**config.mk**
```make
export PLATFORM = sky130hd
export DESIGN_NAME = buffer_pool_lru_pin_replacer_top
export DESIGN_NICKNAME = d
export VERILOG_FILES = /design/src/design/bplru_pkg.sv /design/src/design/buffer_pool_lru_pin_replacer_top.sv /design/src/design/bplru_ram.sv /design/src/design/bplru_cmp.sv
export SDC_FILE = /design/constraint.sdc
export NUM_CORES = 1
export LEC_CHECK = 0
export ABC_AREA = 1
export BUFFER_PORTS_ARGS = -buffer_cell sky130_fd_sc_hd__buf_2
export CAP_MARGIN = 25
export CORE_UTILIZATION = 55
export CTS_CLUSTER_DIAMETER = 150
export DETAILED_ROUTE_END_ITERATION = 7
export GPL_ROUTABILITY_DRIVEN = 0
export PLACE_DENSITY = 0.72
export SYNTH_ARGS = -nofsm -noshare
export SYNTH_HDL_FRONTEND = slang
export SYNTH_SLANG_ARGS = --single-unit
```
**constraint.sdc**
```tcl
create_clock -name clk -period 9.5 [get_ports clk]
set_input_delay 0.475 -clock clk [delete_from_list [all_inputs] [get_ports clk]]
set_output_delay 0.475 -clock clk [all_outputs]
set_load 0.05 [all_outputs]
```
**src/design/bplru_pkg.sv**
```systemverilog
// Shared types and constants of the buffer pool LRU frame directory.
package bplru_pkg;

	localparam int FRAMES_DEF = 16;
	localparam int PAGE_BITS_DEF = 32;
	localparam int TABLE_BITS_DEF = 4;

	localparam logic OP_ACQUIRE = 1'b0;
	localparam logic OP_RELEASE = 1'b1;

	localparam logic ST_OK = 1'b0;
	localparam logic ST_REFUSED = 1'b1;

	typedef struct packed {
		logic key_eq;
		logic rank_lt;
		logic rank_gt;
	} cmp_res_t;

endpackage

```
**src/design/buffer_pool_lru_pin_replacer_top.sv**
```systemverilog
// Top level of the buffer pool frame directory with LRU replacement and pinning.
// A release item goes from S_IDLE to S_RESP and from there into the output register.
// An acquire scans all frames once in S_SCAN (one RAM read per cycle), then decides in S_DECIDE.
// A fill of a never-used frame, or a refusal, then goes straight to S_RESP.
// A hit or an eviction adds a rank update pass over the rank RAM in S_TOUCH before S_RESP.
// One item at a time; a result waits in S_RESP while the output register holds an unread one.
// Reset clears the valid, pin and dirty bits and the fill count at once; the RAMs are not cleared.
module buffer_pool_lru_pin_replacer_top #(
	parameter int FRAMES = bplru_pkg::FRAMES_DEF,
	parameter int PAGE_BITS = bplru_pkg::PAGE_BITS_DEF,
	parameter int TABLE_BITS = bplru_pkg::TABLE_BITS_DEF
) (
	input  logic                      clk,
	input  logic                      arst_n,
	input  logic                      in_valid,
	output logic                      in_ready,
	input  logic                      op,
	input  logic [TABLE_BITS-1:0]     table_num,
	input  logic [PAGE_BITS-1:0]      page_number,
	input  logic [$clog2(FRAMES)-1:0] release_frame,
	input  logic                      set_dirty,
	output logic                      out_valid,
	input  logic                      out_ready,
	output logic [$clog2(FRAMES)-1:0] frame_index,
	output logic                      hit,
	output logic                      writeback,
	output logic [TABLE_BITS-1:0]     victim_table,
	output logic [PAGE_BITS-1:0]      victim_page,
	output logic                      status
);

	import bplru_pkg::*;

	localparam int IW = $clog2(FRAMES);
	localparam int CW = IW + 1;
	localparam int KW = TABLE_BITS + PAGE_BITS;

	typedef enum logic [4:0] {
		S_IDLE   = 5'b00001,
		S_SCAN   = 5'b00010,
		S_DECIDE = 5'b00100,
		S_TOUCH  = 5'b01000,
		S_RESP   = 5'b10000
	} state_t;

	state_t state_q;

	logic [CW-1:0] addr_q;
	logic rd_vld_s1;
	logic [IW-1:0] rd_idx_s1;
	logic [KW-1:0] req_key_q;
	logic [FRAMES-1:0] valid_q;
	logic [FRAMES-1:0] pinned_q;
	logic [FRAMES-1:0] dirty_q;
	logic [CW-1:0] frames_used_q;
	logic found_q;
	logic [IW-1:0] hit_f_q;
	logic [IW-1:0] hit_rank_q;
	logic have_q;
	logic [IW-1:0] vic_f_q;
	logic [IW-1:0] vic_rank_q;
	logic [KW-1:0] vic_key_q;
	logic [IW-1:0] tgt_f_q;
	logic [IW-1:0] tgt_r_q;
	logic op_q;
	logic [IW-1:0] res_frame_q;
	logic res_hit_q;
	logic res_wb_q;
	logic [KW-1:0] res_vkey_q;
	logic res_status_q;
	logic out_valid_q;
	logic [IW-1:0] out_frame_q;
	logic out_hit_q;
	logic out_wb_q;
	logic [KW-1:0] out_vkey_q;
	logic out_status_q;

	logic key_we;
	logic [IW-1:0] key_waddr;
	logic [KW-1:0] key_wdata;
	logic [KW-1:0] key_rdata;
	logic rank_we;
	logic [IW-1:0] rank_waddr;
	logic [IW-1:0] rank_wdata;
	logic [IW-1:0] rank_rdata;
	logic [IW-1:0] rank_ref;
	cmp_res_t cmp;
	logic [CW-1:0] fu_m1;
	logic last_rd;
	logic issue;
	logic rel_ok;
	logic out_load;
	logic fill_ok;

	assign in_ready = (state_q == S_IDLE);
	assign fu_m1 = frames_used_q - CW'(1);
	assign last_rd = rd_vld_s1 && (rd_idx_s1 == IW'(FRAMES - 1));
	assign issue = (addr_q < CW'(FRAMES));
	assign rel_ok = ({1'b0, release_frame} < CW'(FRAMES)) && valid_q[release_frame];
	assign out_load = (state_q == S_RESP) && (!out_valid_q || out_ready);
	assign fill_ok = (frames_used_q < CW'(FRAMES));
	assign rank_ref = (state_q == S_TOUCH) ? tgt_r_q : vic_rank_q;

	bplru_ram #(.WIDTH(KW), .DEPTH(FRAMES)) u_key_ram (
		.clk   (clk),
		.we    (key_we),
		.waddr (key_waddr),
		.wdata (key_wdata),
		.raddr (addr_q[IW-1:0]),
		.rdata (key_rdata)
	);

	bplru_ram #(.WIDTH(IW), .DEPTH(FRAMES)) u_rank_ram (
		.clk   (clk),
		.we    (rank_we),
		.waddr (rank_waddr),
		.wdata (rank_wdata),
		.raddr (addr_q[IW-1:0]),
		.rdata (rank_rdata)
	);

	bplru_cmp #(.KW(KW), .RW(IW)) u_cmp (
		.key_a  (key_rdata),
		.key_b  (req_key_q),
		.rank_a (rank_rdata),
		.rank_b (rank_ref),
		.res    (cmp)
	);

	always_comb begin
		key_we = 1'b0;
		key_waddr = vic_f_q;
		key_wdata = req_key_q;
		rank_we = 1'b0;
		rank_waddr = rd_idx_s1;
		rank_wdata = rank_rdata - IW'(1);
		if (state_q == S_DECIDE && !found_q) begin
			if (fill_ok) begin
				key_we = 1'b1;
				key_waddr = frames_used_q[IW-1:0];
				rank_we = 1'b1;
				rank_waddr = frames_used_q[IW-1:0];
				rank_wdata = frames_used_q[IW-1:0];
			end else if (have_q) begin
				key_we = 1'b1;
			end
		end else if (state_q == S_TOUCH && rd_vld_s1) begin
			if (rd_idx_s1 == tgt_f_q) begin
				rank_we = 1'b1;
				rank_wdata = fu_m1[IW-1:0];
			end else if (valid_q[rd_idx_s1] && cmp.rank_gt) begin
				rank_we = 1'b1;
			end
		end
	end

	always_ff @(posedge clk or negedge arst_n) begin
		if (!arst_n) begin
			state_q <= S_IDLE;
			valid_q <= '0;
			pinned_q <= '0;
			dirty_q <= '0;
			frames_used_q <= '0;
			rd_vld_s1 <= 1'b0;
			addr_q <= '0;
			found_q <= 1'b0;
			have_q <= 1'b0;
		end else begin
			unique case (state_q)
				S_IDLE: begin
					if (in_valid) begin
						op_q <= op;
						req_key_q <= {table_num, page_number};
						res_frame_q <= '0;
						res_hit_q <= 1'b0;
						res_wb_q <= 1'b0;
						res_vkey_q <= '0;
						res_status_q <= ST_OK;
						found_q <= 1'b0;
						have_q <= 1'b0;
						addr_q <= '0;
						if (op == OP_RELEASE) begin
							res_frame_q <= release_frame;
							if (rel_ok) begin
								pinned_q[release_frame] <= 1'b0;
								if (set_dirty) begin
									dirty_q[release_frame] <= 1'b1;
								end
							end else begin
								res_status_q <= ST_REFUSED;
							end
							state_q <= S_RESP;
						end else begin
							state_q <= S_SCAN;
						end
					end
				end
				S_SCAN: begin
					rd_vld_s1 <= issue;
					rd_idx_s1 <= addr_q[IW-1:0];
					if (issue) begin
						addr_q <= addr_q + CW'(1);
					end
					if (rd_vld_s1 && valid_q[rd_idx_s1]) begin
						if (cmp.key_eq && !found_q) begin
							found_q <= 1'b1;
							hit_f_q <= rd_idx_s1;
							hit_rank_q <= rank_rdata;
						end
						if (!pinned_q[rd_idx_s1] && (!have_q || cmp.rank_lt)) begin
							have_q <= 1'b1;
							vic_f_q <= rd_idx_s1;
							vic_rank_q <= rank_rdata;
							vic_key_q <= key_rdata;
						end
					end
					if (last_rd) begin
						state_q <= S_DECIDE;
					end
				end
				S_DECIDE: begin
					addr_q <= '0;
					if (found_q) begin
						pinned_q[hit_f_q] <= 1'b1;
						res_frame_q <= hit_f_q;
						res_hit_q <= 1'b1;
						tgt_f_q <= hit_f_q;
						tgt_r_q <= hit_rank_q;
						state_q <= S_TOUCH;
					end else if (fill_ok) begin
						valid_q[frames_used_q[IW-1:0]] <= 1'b1;
						pinned_q[frames_used_q[IW-1:0]] <= 1'b1;
						dirty_q[frames_used_q[IW-1:0]] <= 1'b0;
						frames_used_q <= frames_used_q + CW'(1);
						res_frame_q <= frames_used_q[IW-1:0];
						state_q <= S_RESP;
					end else if (have_q) begin
						res_wb_q <= dirty_q[vic_f_q];
						res_vkey_q <= vic_key_q;
						pinned_q[vic_f_q] <= 1'b1;
						dirty_q[vic_f_q] <= 1'b0;
						res_frame_q <= vic_f_q;
						tgt_f_q <= vic_f_q;
						tgt_r_q <= vic_rank_q;
						state_q <= S_TOUCH;
					end else begin
						res_status_q <= ST_REFUSED;
						state_q <= S_RESP;
					end
				end
				S_TOUCH: begin
					rd_vld_s1 <= issue;
					rd_idx_s1 <= addr_q[IW-1:0];
					if (issue) begin
						addr_q <= addr_q + CW'(1);
					end
					if (last_rd) begin
						state_q <= S_RESP;
					end
				end
				S_RESP: begin
					if (out_load) begin
						state_q <= S_IDLE;
					end
				end
				default: begin
					state_q <= S_IDLE;
				end
			endcase
		end
	end

	always_ff @(posedge clk or negedge arst_n) begin
		if (!arst_n) begin
			out_valid_q <= 1'b0;
		end else if (out_load) begin
			out_valid_q <= 1'b1;
		end else if (out_ready) begin
			out_valid_q <= 1'b0;
		end
	end

	always_ff @(posedge clk) begin
		if (out_load) begin
			out_frame_q <= res_frame_q;
			out_hit_q <= res_hit_q;
			out_wb_q <= res_wb_q;
			out_vkey_q <= res_vkey_q;
			out_status_q <= res_status_q;
		end
	end

	assign out_valid = out_valid_q;
	assign frame_index = out_frame_q;
	assign hit = out_hit_q;
	assign writeback = out_wb_q;
	assign victim_table = out_vkey_q[KW-1:PAGE_BITS];
	assign victim_page = out_vkey_q[PAGE_BITS-1:0];
	assign status = out_status_q;

	a_fill_bound: assert property (@(posedge clk) disable iff (!arst_n)
		frames_used_q <= CW'(FRAMES))
		else $error("Fill count exceeds the number of frames.");

	a_hit_clean: assert property (@(posedge clk) disable iff (!arst_n)
		out_valid_q && out_hit_q |-> !out_wb_q && (out_status_q == ST_OK))
		else $error("A hit result reports a writeback or a refusal.");

	a_pinned_on_grant: assert property (@(posedge clk) disable iff (!arst_n)
		out_load && (op_q == OP_ACQUIRE) && (res_status_q == ST_OK)
		|-> pinned_q[res_frame_q] && valid_q[res_frame_q])
		else $error("A granted frame is not valid and pinned.");

	a_read_in_pass: assert property (@(posedge clk) disable iff (!arst_n)
		rd_vld_s1 |-> (state_q == S_SCAN) || (state_q == S_TOUCH))
		else $error("RAM read data is pending outside a frame pass.");

endmodule

```
**src/design/bplru_ram.sv**
```systemverilog
// Generic single write port, single read port RAM with registered read data.
module bplru_ram #(
	parameter int WIDTH = 8,
	parameter int DEPTH = 16
) (
	input  logic                     clk,
	input  logic                     we,
	input  logic [$clog2(DEPTH)-1:0] waddr,
	input  logic [WIDTH-1:0]         wdata,
	input  logic [$clog2(DEPTH)-1:0] raddr,
	output logic [WIDTH-1:0]         rdata
);

	logic [WIDTH-1:0] mem_q [DEPTH];

	always_ff @(posedge clk) begin
		if (we) begin
			mem_q[waddr] <= wdata;
		end
		rdata <= mem_q[raddr];
	end

endmodule

```
**src/design/bplru_cmp.sv**
```systemverilog
// Shared compare unit: key match and recency rank ordering of one frame entry.
module bplru_cmp #(
	parameter int KW = 36,
	parameter int RW = 4
) (
	input  logic [KW-1:0]      key_a,
	input  logic [KW-1:0]      key_b,
	input  logic [RW-1:0]      rank_a,
	input  logic [RW-1:0]      rank_b,
	output bplru_pkg::cmp_res_t res
);

	import bplru_pkg::*;

	always_comb begin
		res.key_eq = (key_a == key_b);
		res.rank_lt = (rank_a < rank_b);
		res.rank_gt = (rank_a > rank_b);
	end

endmodule

```
==> results.json <==
{
  "setup_viol": 0,
  "grt_antenna_before_repair": 3,
  "syn_to_final_growth_pct": 13.0,
  "power_switching_mw": 3.16,
  "ys_warn_count": 0,
  "cts_made_buffers": 92,
  "timing.final.ws_setup_ns": 5.83,
  "path_clk_slew_ns": 0.06,
  "rsz0062_at_grt": "false",
  "relSlewSlack": 0.354,
  "synth-main-ff-cell": "edfxtp_1",
  "insertion_delay_ns": 0.65,
  "die_w_um": 262,
  "pwr-share-seq": 0.486,
  "yosys_register_bits": 933,
  "cts_tree": "built",
  "async_flop_share": 0.0718,
  "grt_overflow": 0,
  "die_h_um": 262,
  "place_inst": 3840,
  "routed_wl_um": 89300,
  "layout.nets": 3161,
  "hp-class": "input pin to flip-flop",
  "cts_sinks": 933,
  "cap_viol_max_count": 0,
  "finalMaxSlewViolations": 0,
  "wl_per_cell_um": 22.1,
  "switching_share": 0.297,
  "finalHoldViolations": 0,
  "detail-route-antenna-nets": 0,
  "drtPass1Iterations": 8,
  "vias": 24600,
  "path_class": "flip-flop to flip-flop",
  "numPortBuffers": 90,
  "diodes": 0,
  "grt_start_max_net_pins": 189,
  "clkPwrFrac": 0.338,
  "yosysTopAreaCellShare": 0.668,
  "synthCells": 3003,
  "cp_cell_sequence": "nor2_2 > nand4_2 > o21ai_0 > ha_1 > a21oi_1 > o21a_1 > nor2_1 > nor2_1 > nand3_1 > nor3_2 > buf_4",
  "fin_crit_sh": 0.386,
  "final_area_sq_um": 41900,
  "crit_top_cell": "nor2_1",
  "coreArea_sq_um": 66200,
  "ys_seq_area_frac": 0.735,
  "postLayoutCoreUtil": 0.633,
  "clock_path_buffers": 3,
  "placed_area_sq_um": 38500,
  "path_delay_family": "simple AND/OR/NAND/NOR gates",
  "end_kind": "flip-flop",
  "critPathBufInv": 1,
  "ir_worst_vdd_mv": 0.187,
  "status": "completed",
  "htree_levels": 3,
  "synth_edf_count": 826,
  "gr-usage-all-layers": 0.262,
  "fin_setup_tns_ns": 0,
  "cp_slowest_cell": "nor3_2",
  "critical_path_arrival_ns": 3.95,
  "p_comb_frac": 0.176,
  "synth_cell_types": 49,
  "grt_pass1_wl_um": 136000,
  "initial_core_util": 0.560,
  "synth.area.top_cells": "edfxtp_1 67%, o21ai_0 5.5%, nor2_1 4.8%",
  "fin_crit_ns": 3.67,
  "ioPinCount": 91,
  "drc": 0,
  "cts-root-buf": "clkbuf_16",
  "timing_worst_slew_pin_value_ns": 0.969,
  "syn_area_per_cell_sq_um": 12.4,
  "drive_gt1_frac": 0.104,
  "dp_slack_ns": 5.26,
  "syn_area_sq_um": 37100,
  "stdcell_count": 4045,
  "cp-start-kind": "flip-flop",
  "intPower_mw": 7.47,
  "synth.net_count": 3060,
  "fin_skew_ns": 0.0253,
  "p_leak_nw": 14.8,
  "crit_required_ns": 9.78,
  "cts_setup_buffers": 0,
  "max_freq_mhz": 273,
  "vias_per_cell": 6.08,
  "die-area_sq_um": 68500,
  "yosysTopAreaCell": "edfxtp_1",
  "place_hpwl_um": 52900,
  "num_rows": 94,
  "max_stage_delay_ns": 0.73,
  "power_density_nw_per_um2": 254,
  "path_max_fanout": 36,
  "grt_pass1_vias": 23900,
  "drtIter0Drc": 3242
}
-- flip-flops by register name, summed over array words and instances, names as in the netlist, 36 cells and up --
register,flops
u_key_ram.mem_q,576
u_rank_ram.mem_q,64
key_wdata,36
out_vkey_q,36
res_vkey_q,36
u_key_ram.rdata,36
vic_key_q,36
-- worst reg2reg max path, cell delays in order (launching register included) --
cell,delay (ns)
dfrtp_1,0.42
nor2_2,0.21
nand4_2,0.27
o21ai_0,0.29
ha_1,0.28
a21oi_1,0.16
o21a_1,0.17
nor2_1,0.04
nor2_1,0.08
nand3_1,0.12
nor3_2,0.73
buf_4,0.52
-- metrics by stage --
stage / total power, mW / hold slack, ns
2_1_floorplan: 6.42 / 0.179
3_3_place_gp: 6.96 / 0.401
3_5_place_dp: 7.06 / 0.405
4_1_cts: 10.6 / 0.00204
5_1_grt: 11.1 / 0.00287
6_report: 10.6 / 0.0207
-- repair_timing --
action | in CTS | in global routing
hold endpoints to repair | 31 | 0
hold buffers | 31 | 0
resized for setup | 0 | 0
-- kinds of logic after synthesis --
| kind of cell | count (synthesis) | synth area share |
|---|---|---|
| AOI/OAI and AO/OA | 697 | 0.110 |
| xor gates and xnor gates | 19 | 0.00448 |
| adders and majority gates | 11 | 0.00371 |
| buffers and inverters | 350 | 0.0367 |
| DFF | 933 | 0.735 |
| and+or+nand+nor | 993 | 0.110 |
-- routing by layer --
layer | track usage | vias to the layer above | wire length [um]
li1 | - | 11100 | -
met1 | 0.360 | 11900 | 35400
met2 | 0.414 | 1421 | 41500
met3 | 0.0540 | 231 | 9400
met4 | 0.0987 | 2 | 3010
met5 | 0 | - | 17
-- power by group through the flow --
stage	logic [mW]	registers, mW	clock network [mW]
2_1_floorplan	1.21	5.21	0
3_3_place_gp	1.73	5.23	0
3_5_place_dp	1.81	5.25	0
4_1_cts	1.83	5.17	3.65
5_1_grt	2.04	5.20	3.81
6_report	1.87	5.17	3.59
-- synth_stat cells, types with 3 or more instances --
library cell  number
o31ai_1           43
nand4_1            7
a21oi_1           20
nor2_1           479
buf_1              8
o21ai_0          408
edfxtp_1         826
inv_1            177
clkinv_1           6
dfxtp_1           40
dfrtp_1           66
nand2_4            3
nand2_2            4
nand2_1          323
clkbuf_1         137
ha_1              11
buf_2             10
nor3_1            11
o221ai_1          64
o22ai_1          130
inv_2              6
o211ai_1          16
buf_6              4
nand3_1          154
o21bai_1           4
xnor2_1            8
xor2_1            11
-- final timing paths --
path | start | end | slack, ns | cells after the start
worst max register to register | state_q[1]$_DFFE_PN0P_ | vic_key_q[13]$_DFFE_PP_ | 5.83 | 11
max in group asynchronous | arst_n | addr_q[1]$_DFFE_PN0P_ | 8.78 | 2
worst min register to register | res_vkey_q[7]$_SDFFCE_PN0P_ | out_vkey_q[7]$_DFFE_PP_ | 0.41 | 0
min in group asynchronous | arst_n | pinned_q[13]$_DFFE_PN0P_ | 0.03 | 2
worst max-delay path | state_q[1]$_DFFE_PN0P_ | vic_key_q[13]$_DFFE_PP_ | 5.83 | 11
worst min-delay path | page_number[5] | key_wdata[5]$_DFFE_PP_ | 0.02 | 1
-- layout by cell type, fill, tap and decap left out, types with 8 or more instances in the layout --
| master | count |
|---|---|
| o31ai_1 | 43 |
| clkbuf_16 | 95 |
| o221ai_1 | 64 |
| xor2_1 | 11 |
| o211ai_1 | 16 |
| o22ai_1 | 130 |
| buf_4 | 39 |
| o21ai_0 | 408 |
| dfxtp_1 | 40 |
| inv_1 | 176 |
| xnor2_1 | 8 |
| nand2_1 | 323 |
| dfrtp_1 | 63 |
| ha_1 | 11 |
| a21oi_1 | 20 |
| dlygate4sd3_1 | 31 |
| clkbuf_8 | 16 |
| nor3_1 | 10 |
| nor2_1 | 460 |
| clkbuf_1 | 22 |
| clkinv_2 | 20 |
| nand3_1 | 154 |
| buf_2 | 90 |
| clkinv_1 | 11 |
| nor2_4 | 20 |
| edfxtp_1 | 826 |
-- final cells by class --
cell class | instances | area (sq um)
repair buffers | 167 | 1180
fillers | 4778 | 24300
flip-flops and latches | 933 | 27300
clock inverters | 38 | 352
multi-input cells | 1720 | 8610
clock buffers | 133 | 2680
well taps | 864 | 1080
inverters | 190 | 727
(Power assumes the default switching activity.)
